### src/hw/rtl/hcc_pkg.sv
// ----------------------------------------------------------------------------
// hcc_pkg
// Shared types, constants and helper functions for the Hall commutation block.
// ----------------------------------------------------------------------------
package hcc_pkg;

    localparam int TABLE_W   = 18;
    localparam int DUTY_W    = 16;
    localparam int MAG_W     = 15;
    localparam int POS_W     = 32;
    localparam int HALL_W    = 3;
    localparam int ACTION_W  = 2;
    localparam int CFG_IDX_W = 2;
    localparam int CFG_DATA_W = TABLE_W;

    localparam logic [TABLE_W-1:0] FWD_TABLE_RST = 18'd171234;
    localparam logic [TABLE_W-1:0] REV_TABLE_RST = 18'd83853;
    localparam logic [DUTY_W-1:0]  DRIVE_DUTY_RST = 16'd2000;
    localparam logic [MAG_W-1:0]   MAX_DUTY_RST  = 15'd32767;

    // invalid codes tolerated in a row before the fault latches
    localparam logic [2:0] ERR_LIMIT = 3'd3;

    // configuration register indexes
    localparam logic [CFG_IDX_W-1:0] CFG_FWD_TABLE  = 2'd0;
    localparam logic [CFG_IDX_W-1:0] CFG_REV_TABLE  = 2'd1;
    localparam logic [CFG_IDX_W-1:0] CFG_DRIVE_DUTY = 2'd2;
    localparam logic [CFG_IDX_W-1:0] CFG_MAX_DUTY   = 2'd3;

    typedef enum logic [ACTION_W-1:0] {
        ACT_HALL    = 2'd0,
        ACT_ENABLE  = 2'd1,
        ACT_DISABLE = 2'd2
    } action_t;

    typedef struct packed {
        logic [TABLE_W-1:0] fwd_table;
        logic [TABLE_W-1:0] rev_table;
        logic [DUTY_W-1:0]  drive_duty;
        logic [MAG_W-1:0]   max_duty;
    } cfg_t;

    typedef struct packed {
        logic              running;
        logic              hall_fault;
        logic [POS_W-1:0]  position;
        logic [MAG_W-1:0]  pwm_c;
        logic [MAG_W-1:0]  pwm_b;
        logic [MAG_W-1:0]  pwm_a;
        logic [2:0]        gate_en;
    } result_t;

    localparam int RESULT_W = $bits(result_t);

    // three-bit table entry for Hall code 1..6
    function automatic logic [2:0] table_entry(input logic [TABLE_W-1:0] tbl,
                                               input logic [HALL_W-1:0] code);
        logic [2:0] e;
        unique case (code)
            3'd1:    e = tbl[2:0];
            3'd2:    e = tbl[5:3];
            3'd3:    e = tbl[8:6];
            3'd4:    e = tbl[11:9];
            3'd5:    e = tbl[14:12];
            3'd6:    e = tbl[17:15];
            default: e = 3'd0;
        endcase
        return e;
    endfunction

    // (v + 1) mod 6 for a three-bit v
    function automatic logic [2:0] inc_mod6(input logic [2:0] v);
        logic [2:0] r;
        unique case (v)
            3'd5:    r = 3'd0;
            3'd6:    r = 3'd1;
            3'd7:    r = 3'd2;
            default: r = v + 3'd1;
        endcase
        return r;
    endfunction

    // entry mod 6
    function automatic logic [2:0] step_of(input logic [2:0] e);
        logic [2:0] r;
        unique case (e)
            3'd6:    r = 3'd0;
            3'd7:    r = 3'd1;
            default: r = e;
        endcase
        return r;
    endfunction

    function automatic logic [2:0] gates_of(input logic [2:0] step);
        logic [2:0] g;
        unique case (step)
            3'd0, 3'd3: g = 3'b011;
            3'd1, 3'd4: g = 3'b101;
            default:    g = 3'b110;
        endcase
        return g;
    endfunction

endpackage

### src/hw/rtl/hcc_cfg_regs.sv
// ----------------------------------------------------------------------------
// hcc_cfg_regs
// Configuration register file, write-only, reset to the default tables.
// ----------------------------------------------------------------------------
module hcc_cfg_regs
    import hcc_pkg::*;
(
    input  logic                  aclk,
    input  logic                  aresetn,
    input  logic                  cfg_wr_en,
    input  logic [CFG_IDX_W-1:0]  cfg_index,
    input  logic [CFG_DATA_W-1:0] cfg_wr_data,
    output cfg_t                  cfg
);

    cfg_t cfg_reg;
    cfg_t cfg_next;

    always_comb begin
        cfg_next = cfg_reg;
        if (cfg_wr_en) begin
            unique case (cfg_index)
                CFG_FWD_TABLE:  cfg_next.fwd_table  = cfg_wr_data;
                CFG_REV_TABLE:  cfg_next.rev_table  = cfg_wr_data;
                CFG_DRIVE_DUTY: cfg_next.drive_duty = cfg_wr_data[DUTY_W-1:0];
                default:        cfg_next.max_duty   = cfg_wr_data[MAG_W-1:0];
            endcase
        end
    end

    always_ff @(posedge aclk) begin
        if (!aresetn) begin
            cfg_reg.fwd_table  <= FWD_TABLE_RST;
            cfg_reg.rev_table  <= REV_TABLE_RST;
            cfg_reg.drive_duty <= DRIVE_DUTY_RST;
            cfg_reg.max_duty   <= MAX_DUTY_RST;
        end else begin
            cfg_reg <= cfg_next;
        end
    end

    assign cfg = cfg_reg;

endmodule

### src/hw/rtl/hcc_core.sv
// ----------------------------------------------------------------------------
// hcc_core
// Controller state and the one-pass update for a single request.
// ----------------------------------------------------------------------------
module hcc_core
    import hcc_pkg::*;
(
    input  logic                aclk,
    input  logic                aresetn,
    input  cfg_t                cfg,
    input  logic                fire,
    input  logic [ACTION_W-1:0] action,
    input  logic [HALL_W-1:0]   hall,
    output result_t             result_next
);

    logic              enabled_reg,  enabled_next;
    logic [2:0]        last_sector_reg, last_sector_next;
    logic [POS_W-1:0]  pos_reg,      pos_next;
    logic [2:0]        err_reg,      err_next;
    logic [HALL_W-1:0] cur_hall_reg, cur_hall_next;
    logic              fault_reg,    fault_next;
    logic [2:0]        gate_reg,     gate_next;
    logic [MAG_W-1:0]  duty_a_reg, duty_b_reg, duty_c_reg;
    logic [MAG_W-1:0]  duty_a_next, duty_b_next, duty_c_next;

    logic              hall_ok;
    logic              neg;
    logic [MAG_W+1:0]  mag_raw;
    logic [MAG_W-1:0]  mag_clamped;
    logic [2:0]        sector;
    logic [2:0]        err_inc;
    logic [2:0]        step;
    logic [MAG_W-1:0]  comm_mag;
    logic              comm_rev;
    logic              do_comm;

    assign hall_ok = (hall != 3'd0) && (hall != 3'd7);
    assign neg     = cfg.drive_duty[DUTY_W-1];
    // -32768 comes out as 32768 thanks to the extra bit
    assign mag_raw = neg ? ({1'b0, ~cfg.drive_duty} + 17'd1) : {1'b0, cfg.drive_duty};
    assign mag_clamped = (mag_raw > {2'b00, cfg.max_duty}) ? cfg.max_duty
                                                          : mag_raw[MAG_W-1:0];
    assign sector  = table_entry(cfg.fwd_table, hall) - 3'd1;
    assign err_inc = err_reg + 3'd1;

    always_comb begin
        enabled_next     = enabled_reg;
        last_sector_next = last_sector_reg;
        pos_next         = pos_reg;
        err_next         = err_reg;
        cur_hall_next    = cur_hall_reg;
        fault_next       = fault_reg;
        gate_next        = gate_reg;
        duty_a_next      = duty_a_reg;
        duty_b_next      = duty_b_reg;
        duty_c_next      = duty_c_reg;
        do_comm          = 1'b0;
        comm_mag         = '0;
        comm_rev         = 1'b0;

        unique case (action)
            ACT_HALL: begin
                cur_hall_next = hall;
                if (!hall_ok) begin
                    err_next = err_inc;
                    if (err_inc > ERR_LIMIT) begin
                        fault_next   = 1'b1;
                        gate_next    = 3'b000;
                        enabled_next = 1'b0;
                        err_next     = 3'd0;
                    end
                end else begin
                    err_next = 3'd0;
                    if (sector == inc_mod6(last_sector_reg)) begin
                        pos_next = pos_reg + 32'd1;
                    end else if (last_sector_reg == inc_mod6(sector)) begin
                        pos_next = pos_reg - 32'd1;
                    end
                    last_sector_next = sector;
                    do_comm  = enabled_reg;
                    comm_mag = mag_clamped;
                    comm_rev = neg;
                end
            end
            ACT_ENABLE: begin
                if (!fault_reg) begin
                    enabled_next = 1'b1;
                    do_comm      = 1'b1;
                end
            end
            ACT_DISABLE: begin
                gate_next    = 3'b000;
                enabled_next = 1'b0;
            end
            default: ;
        endcase

        // commutation uses the Hall code held after this request
        step = step_of(table_entry(comm_rev ? cfg.rev_table : cfg.fwd_table,
                                   cur_hall_next));
        if (do_comm) begin
            if ((cur_hall_next == 3'd0) || (cur_hall_next == 3'd7)) begin
                gate_next = 3'b000;
            end else begin
                gate_next   = gates_of(step);
                duty_a_next = (step[2:1] == 2'd0) ? comm_mag : '0;
                duty_b_next = (step[2:1] == 2'd1) ? comm_mag : '0;
                duty_c_next = (step[2:1] == 2'd2) ? comm_mag : '0;
            end
        end
    end

    always_ff @(posedge aclk) begin
        if (!aresetn) begin
            enabled_reg     <= 1'b0;
            last_sector_reg <= 3'd0;
            pos_reg         <= '0;
            err_reg         <= 3'd0;
            cur_hall_reg    <= '0;
            fault_reg       <= 1'b0;
            gate_reg        <= 3'b000;
            duty_a_reg      <= '0;
            duty_b_reg      <= '0;
            duty_c_reg      <= '0;
        end else if (fire) begin
            enabled_reg     <= enabled_next;
            last_sector_reg <= last_sector_next;
            pos_reg         <= pos_next;
            err_reg         <= err_next;
            cur_hall_reg    <= cur_hall_next;
            fault_reg       <= fault_next;
            gate_reg        <= gate_next;
            duty_a_reg      <= duty_a_next;
            duty_b_reg      <= duty_b_next;
            duty_c_reg      <= duty_c_next;
        end
    end

    always_comb begin
        result_next.gate_en    = gate_next;
        result_next.pwm_a      = duty_a_next;
        result_next.pwm_b      = duty_b_next;
        result_next.pwm_c      = duty_c_next;
        result_next.position   = pos_next;
        result_next.hall_fault = fault_next;
        result_next.running    = enabled_next;
    end

endmodule

### src/hw/rtl/hall_commutation_controller.sv
// ----------------------------------------------------------------------------
// hall_commutation_controller
// Six-step BLDC commutation driven by Hall events, enable and disable requests.
// ----------------------------------------------------------------------------
// Each request on the s_ channel (tuser = action, tdata = Hall code) yields
// exactly one result on the m_ channel showing gate enables, the three phase
// PWM values, the signed position count and the fault/running flags after
// the request. Throughput is one request per clock unless m_ stalls: the
// request sits in an input register, one pass of shallow logic updates the
// controller state and loads the result register, which drives m_tvalid.
// The input register keeps taking requests while a result waits on a
// stalled m_ side, until it holds one itself. A Hall fault (four invalid
// codes in a row) latches until reset and blocks enable. Configuration
// (sector tables, signed drive duty, duty clamp) is written through cfg_*
// while the block is idle: a rule for the user, not enforced by the block. No read-back.
// ----------------------------------------------------------------------------
module hall_commutation_controller
    import hcc_pkg::*;
(
    input  logic                  aclk,
    input  logic                  aresetn,

    // configuration writes: 0 fwd_table, 1 rev_table, 2 drive_duty, 3 max_duty
    input  logic                  cfg_wr_en,
    input  logic [CFG_IDX_W-1:0]  cfg_index,
    input  logic [CFG_DATA_W-1:0] cfg_wr_data,

    input  logic                  s_tvalid,
    output logic                  s_tready,
    input  logic [7:0]            s_tdata,   // [2:0] hall
    input  logic [1:0]            s_tuser,   // [1:0] action

    output logic                  m_tvalid,
    input  logic                  m_tready,
    // [2:0] gate_en, [17:3] pwm_a, [32:18] pwm_b, [47:33] pwm_c,
    // [79:48] position, [80] hall_fault, [81] running, [87:82] zero
    output logic [87:0]           m_tdata
);

    cfg_t    cfg;
    result_t result_next;

    // input register
    logic                in_valid_reg, in_valid_next;
    logic [ACTION_W-1:0] in_action_reg;
    logic [HALL_W-1:0]   in_hall_reg;

    // result register
    logic                out_valid_reg, out_valid_next;
    result_t             out_data_reg;

    logic fire;

    // a request is processed when the result register is free or draining
    assign fire     = in_valid_reg && (!out_valid_reg || m_tready);
    assign s_tready = !in_valid_reg || fire;

    always_comb begin
        in_valid_next = in_valid_reg;
        if (s_tready) begin
            in_valid_next = s_tvalid;
        end
        out_valid_next = out_valid_reg;
        if (fire) begin
            out_valid_next = 1'b1;
        end else if (m_tready) begin
            out_valid_next = 1'b0;
        end
    end

    always_ff @(posedge aclk) begin
        if (!aresetn) begin
            in_valid_reg  <= 1'b0;
            out_valid_reg <= 1'b0;
        end else begin
            in_valid_reg  <= in_valid_next;
            out_valid_reg <= out_valid_next;
        end
    end

    always_ff @(posedge aclk) begin
        if (s_tvalid && s_tready) begin
            in_action_reg <= s_tuser;
            in_hall_reg   <= s_tdata[HALL_W-1:0];
        end
        if (fire) begin
            out_data_reg <= result_next;
        end
    end

    hcc_cfg_regs u_cfg (
        .aclk        (aclk),
        .aresetn     (aresetn),
        .cfg_wr_en   (cfg_wr_en),
        .cfg_index   (cfg_index),
        .cfg_wr_data (cfg_wr_data),
        .cfg         (cfg)
    );

    hcc_core u_core (
        .aclk        (aclk),
        .aresetn     (aresetn),
        .cfg         (cfg),
        .fire        (fire),
        .action      (in_action_reg),
        .hall        (in_hall_reg),
        .result_next (result_next)
    );

    assign m_tvalid = out_valid_reg;
    assign m_tdata  = {{(88 - RESULT_W){1'b0}}, out_data_reg};

endmodule

### config.mk
export PLATFORM = sky130hd
export DESIGN_NAME = hall_commutation_controller
export DESIGN_NICKNAME = d
export VERILOG_FILES = /design/src/hw/rtl/hcc_pkg.sv /design/src/hw/rtl/hcc_cfg_regs.sv /design/src/hw/rtl/hcc_core.sv /design/src/hw/rtl/hall_commutation_controller.sv
export SDC_FILE = /design/constraint.sdc
export NUM_CORES = 1
export LEC_CHECK = 0
export ABC_AREA = 1
export BUFFER_PORTS_ARGS = -buffer_cell sky130_fd_sc_hd__buf_2
export CAP_MARGIN = 20
export CORE_MARGIN = 2
export CORE_UTILIZATION = 55
export CTS_CLUSTER_DIAMETER = 40
export DETAILED_ROUTE_END_ITERATION = 8
export PLACE_DENSITY = 0.74
export REMOVE_ABC_BUFFERS = 1
export SYNTH_ARGS = -nofsm -noshare
export SYNTH_HDL_FRONTEND = slang
export SYNTH_SLANG_ARGS = --single-unit
### constraint.sdc
create_clock -name aclk -period 4.55 [get_ports aclk]
set_input_delay 0.455 -clock aclk [delete_from_list [all_inputs] [get_ports aclk]]
set_output_delay 0.455 -clock aclk [all_outputs]
set_load 0.1 [all_outputs]
==> impl_metrics.yaml <==
sta:
  rsz0062_at_grt: "false"
  tightest_slew_ns: 0.975
  finalHoldViolCount: 0
  setup_viol: 0
  min_period_ns: 3.96
  drv_slew: 0
  fin_crit_sh: 0.871
  finalSetupTns_ns: 0
  fin_skew_ns: 0.0219
  slew_headroom: 0.349
  fmax_mhz: 252
  whs_ns: 0.119
grt:
  grt_pass1_wl_microns: 52900
  overflow: 0
  grt.total_usage: 0.250
  antenna_found_initial: 3
  grt_max_degree: 141
  grt_pass1_vias: 10967
drt:
  wl_microns: 31600
  drcViolationCount: 0
  top_layer: "met4"
  viasPerCell: 5.27
  final_antenna_net_count: 0
  drt_iter0_drc: 757
  wl_met3_microns: 2060
  routed-via-count: 11948
  wl_per_cell_microns: 14.0
  wl_met2_microns: 14700
  firstDrtPassIters: 5
  wl_met1_microns: 14100
pwr:
  p_leak_nw: 7.31
  vdd_drop_max_v: 0.000290
  p_per_area_nw_per_um2: 432
placement:
  dp_hpwl_microns: 21000
  port_buffers: 113
  gp_congestion: 0.910
layout:
  fillerInstances: 2054
  largest_register_ffs: 82
  final_common_cell: "nand2_1"
  layout_common_cells: "nand2_1 (488), nor2_1 (226), inv_1 (219)"
  area_growth_pct: 14.8
  layout.nets: 1982
  layout-drive-gt1-share: 0.133
die:
  die_area_sq_um: 25300
  die_y_microns: 159
  initial_core_util: 0.561
  die_x_microns: 159
  coreArea_sq_um: 23500
  io_pins: 125
  rows: 56
clocking:
  cts_hold_buf: 0
  cts_tree: "yes"
  cts_root_buf: "clkbuf_16"
  cts_num_sinks: 247
  cts_setup_buffers: 0
  clock_latency_ns: 0.52
  cts_buffer_depth: 3
  cts_resized: 0
  h-tree-depth: 2
  cts_inserted_buffers: 37
  cts.clk_slew.worst_paths_ns: 0.05
setup_path:
  r2r_end: "u_core.duty_b_reg[5]"
  worstRegToRegCells: 21
  critical_path.endpoint: "u_core.duty_b_reg[5]"
  end_kind: "register"
  cp.required_ns: 5.01
  reg2reg_slack_ns: 0.59
  crit_start: "u_cfg.cfg[15]"
  crit_arrival_ns: 4.43
  start_kind: "register"
  path_max_fanout: 30
  criticalPathCategory: "register to register"
  timing.rr.start: "u_cfg.cfg[15]"
logic_synthesis:
  yosys_warnings: 0
  synth_cell_types: 43
  synth_edf_count: 87
  ys_seq_area_frac: 0.440
  synth-seq-cells: 247
  netlist_area_sq_um: 13200
  async_reset_ff_frac: 0
  syn-instance-count: 1830
  synth-main-ff-cell: "dfxtp_1"
  syn_area_per_cell_sq_um: 7.22
worst_hold_path:
  hold_path_class: "primary input to register"
job:
  maxCapViolations: 0
run_status:
  status: "complete, no violations"
-- critical path, cell delays in order, from the launching register on --
cell and delay [ns]:
dfxtp_1 0.31, inv_1 0.13, ha_1 0.18, inv_1 0.04, nor2_1 0.20, inv_1 0.07, nor3_1 0.17, nand2_1 0.10
nor3_1 0.24, nor2_1 0.11, nor2_1 0.13, xor2_1 0.25, ha_1 0.32, nand4_1 0.11, nor2_1 0.05, nand2_1 0.71
a21oi_1 0.20, nor2_1 0.29, nand2_1 0.13, nand3_1 0.09, nand2_1 0.06, inv_1 0.05
-- cell families after synthesis --
group	Yosys count	share of synthesized area
AOI/OAI and AO/OA	269	0.114
and+or+nand+nor	947	0.307
buffers and inverters	319	0.0987
DFF	247	0.440
xor gates and xnor gates	18	0.0119
adders and majority gates	29	0.0275
other	1	0.000284
-- cells in the mapped netlist (3+ instances only) --
cell type  instances  area [sq um]
a21oi_1          102           510
buf_1              9          33.8
buf_2              8          40.0
buf_4              7          52.6
buf_6              9           101
clkbuf_1          56           210
dfxtp_1          160          3200
edfxtp_1          87          2610
ha_1              29           363
inv_1            219           822
inv_2             10          37.5
nand2_1          488          1830
nand2_2           13          81.3
nand2_4            3          33.8
nand3_1          128           641
nand3_2           10           100
nand4_1           27           169
nor2_1           226           848
nor2_2             6          37.5
nor3_1            25           125
nor3_2             3          30.0
nor4_1             6          37.5
o211ai_1          27           203
o211ai_2           3          37.5
o21ai_0          111           556
o21ai_1            6          30.0
o21ai_2            4          35.0
o31ai_1            8          60.1
or2_2              4          25.0
xnor2_1            3          26.3
xor2_1            15           131
-- where the power goes --
group	internal (mW)	switching (mW)	total, mW	leakage (nW)
clock network	1.71	1.04	2.75	0.584
registers	2.44	0.0852	2.52	2.15
logic	0.308	0.963	1.27	4.58
total	4.45	2.09	6.55	7.31
-- metal layers --
metal / global-route usage / vias to the layer above
met5: 0 / -
met3: 0.0438 / 61
met1: 0.334 / 5433
met2: 0.414 / 356
li1: - / 6098
met4: 0.0839 / 0
-- stage by stage --
stage               area [sq um]  power (mW)   util  cells  worst slack, ns
floorplan                  12800        3.54      -   1746            0.523
global placement           13900        3.79  0.591   2197            0.574
global route               15200        6.84  0.644   2266            0.153
detailed placement         13900        3.82  0.591   2197            0.489
finish                     15200        6.55  0.644   2268            0.586
CTS                        15100        6.58  0.642   2264            0.460
-- layout make-up --
cell class,count,area [sq um],share of cell area
Tap cell,319,399,0.0263
Timing Repair Buffer,133,736,0.0485
Antenna cell,3,7.51,0.000495
Multi-Input combinational cell,1269,6120,0.404
Sequential cell,247,5820,0.384
Clock buffer,48,1050,0.0693
Inverter,230,871,0.0574
Clock inverter,19,161,0.0106
-- worst min-delay path by stage --
stage	start	to	cells after the start
detailed placement	u_cfg.cfg[34]	u_cfg.cfg[34]	2
CTS	s_tdata[0]	in_hall_reg[0]	1
global placement	u_cfg.cfg[40]	u_cfg.cfg[40]	2
finish	s_tdata[1]	in_hall_reg[1]	1
global route	s_tdata[1]	in_hall_reg[1]	1
floorplan	u_cfg.cfg[42]	u_cfg.cfg[42]	2
Power figures use the tool's default switching activity.
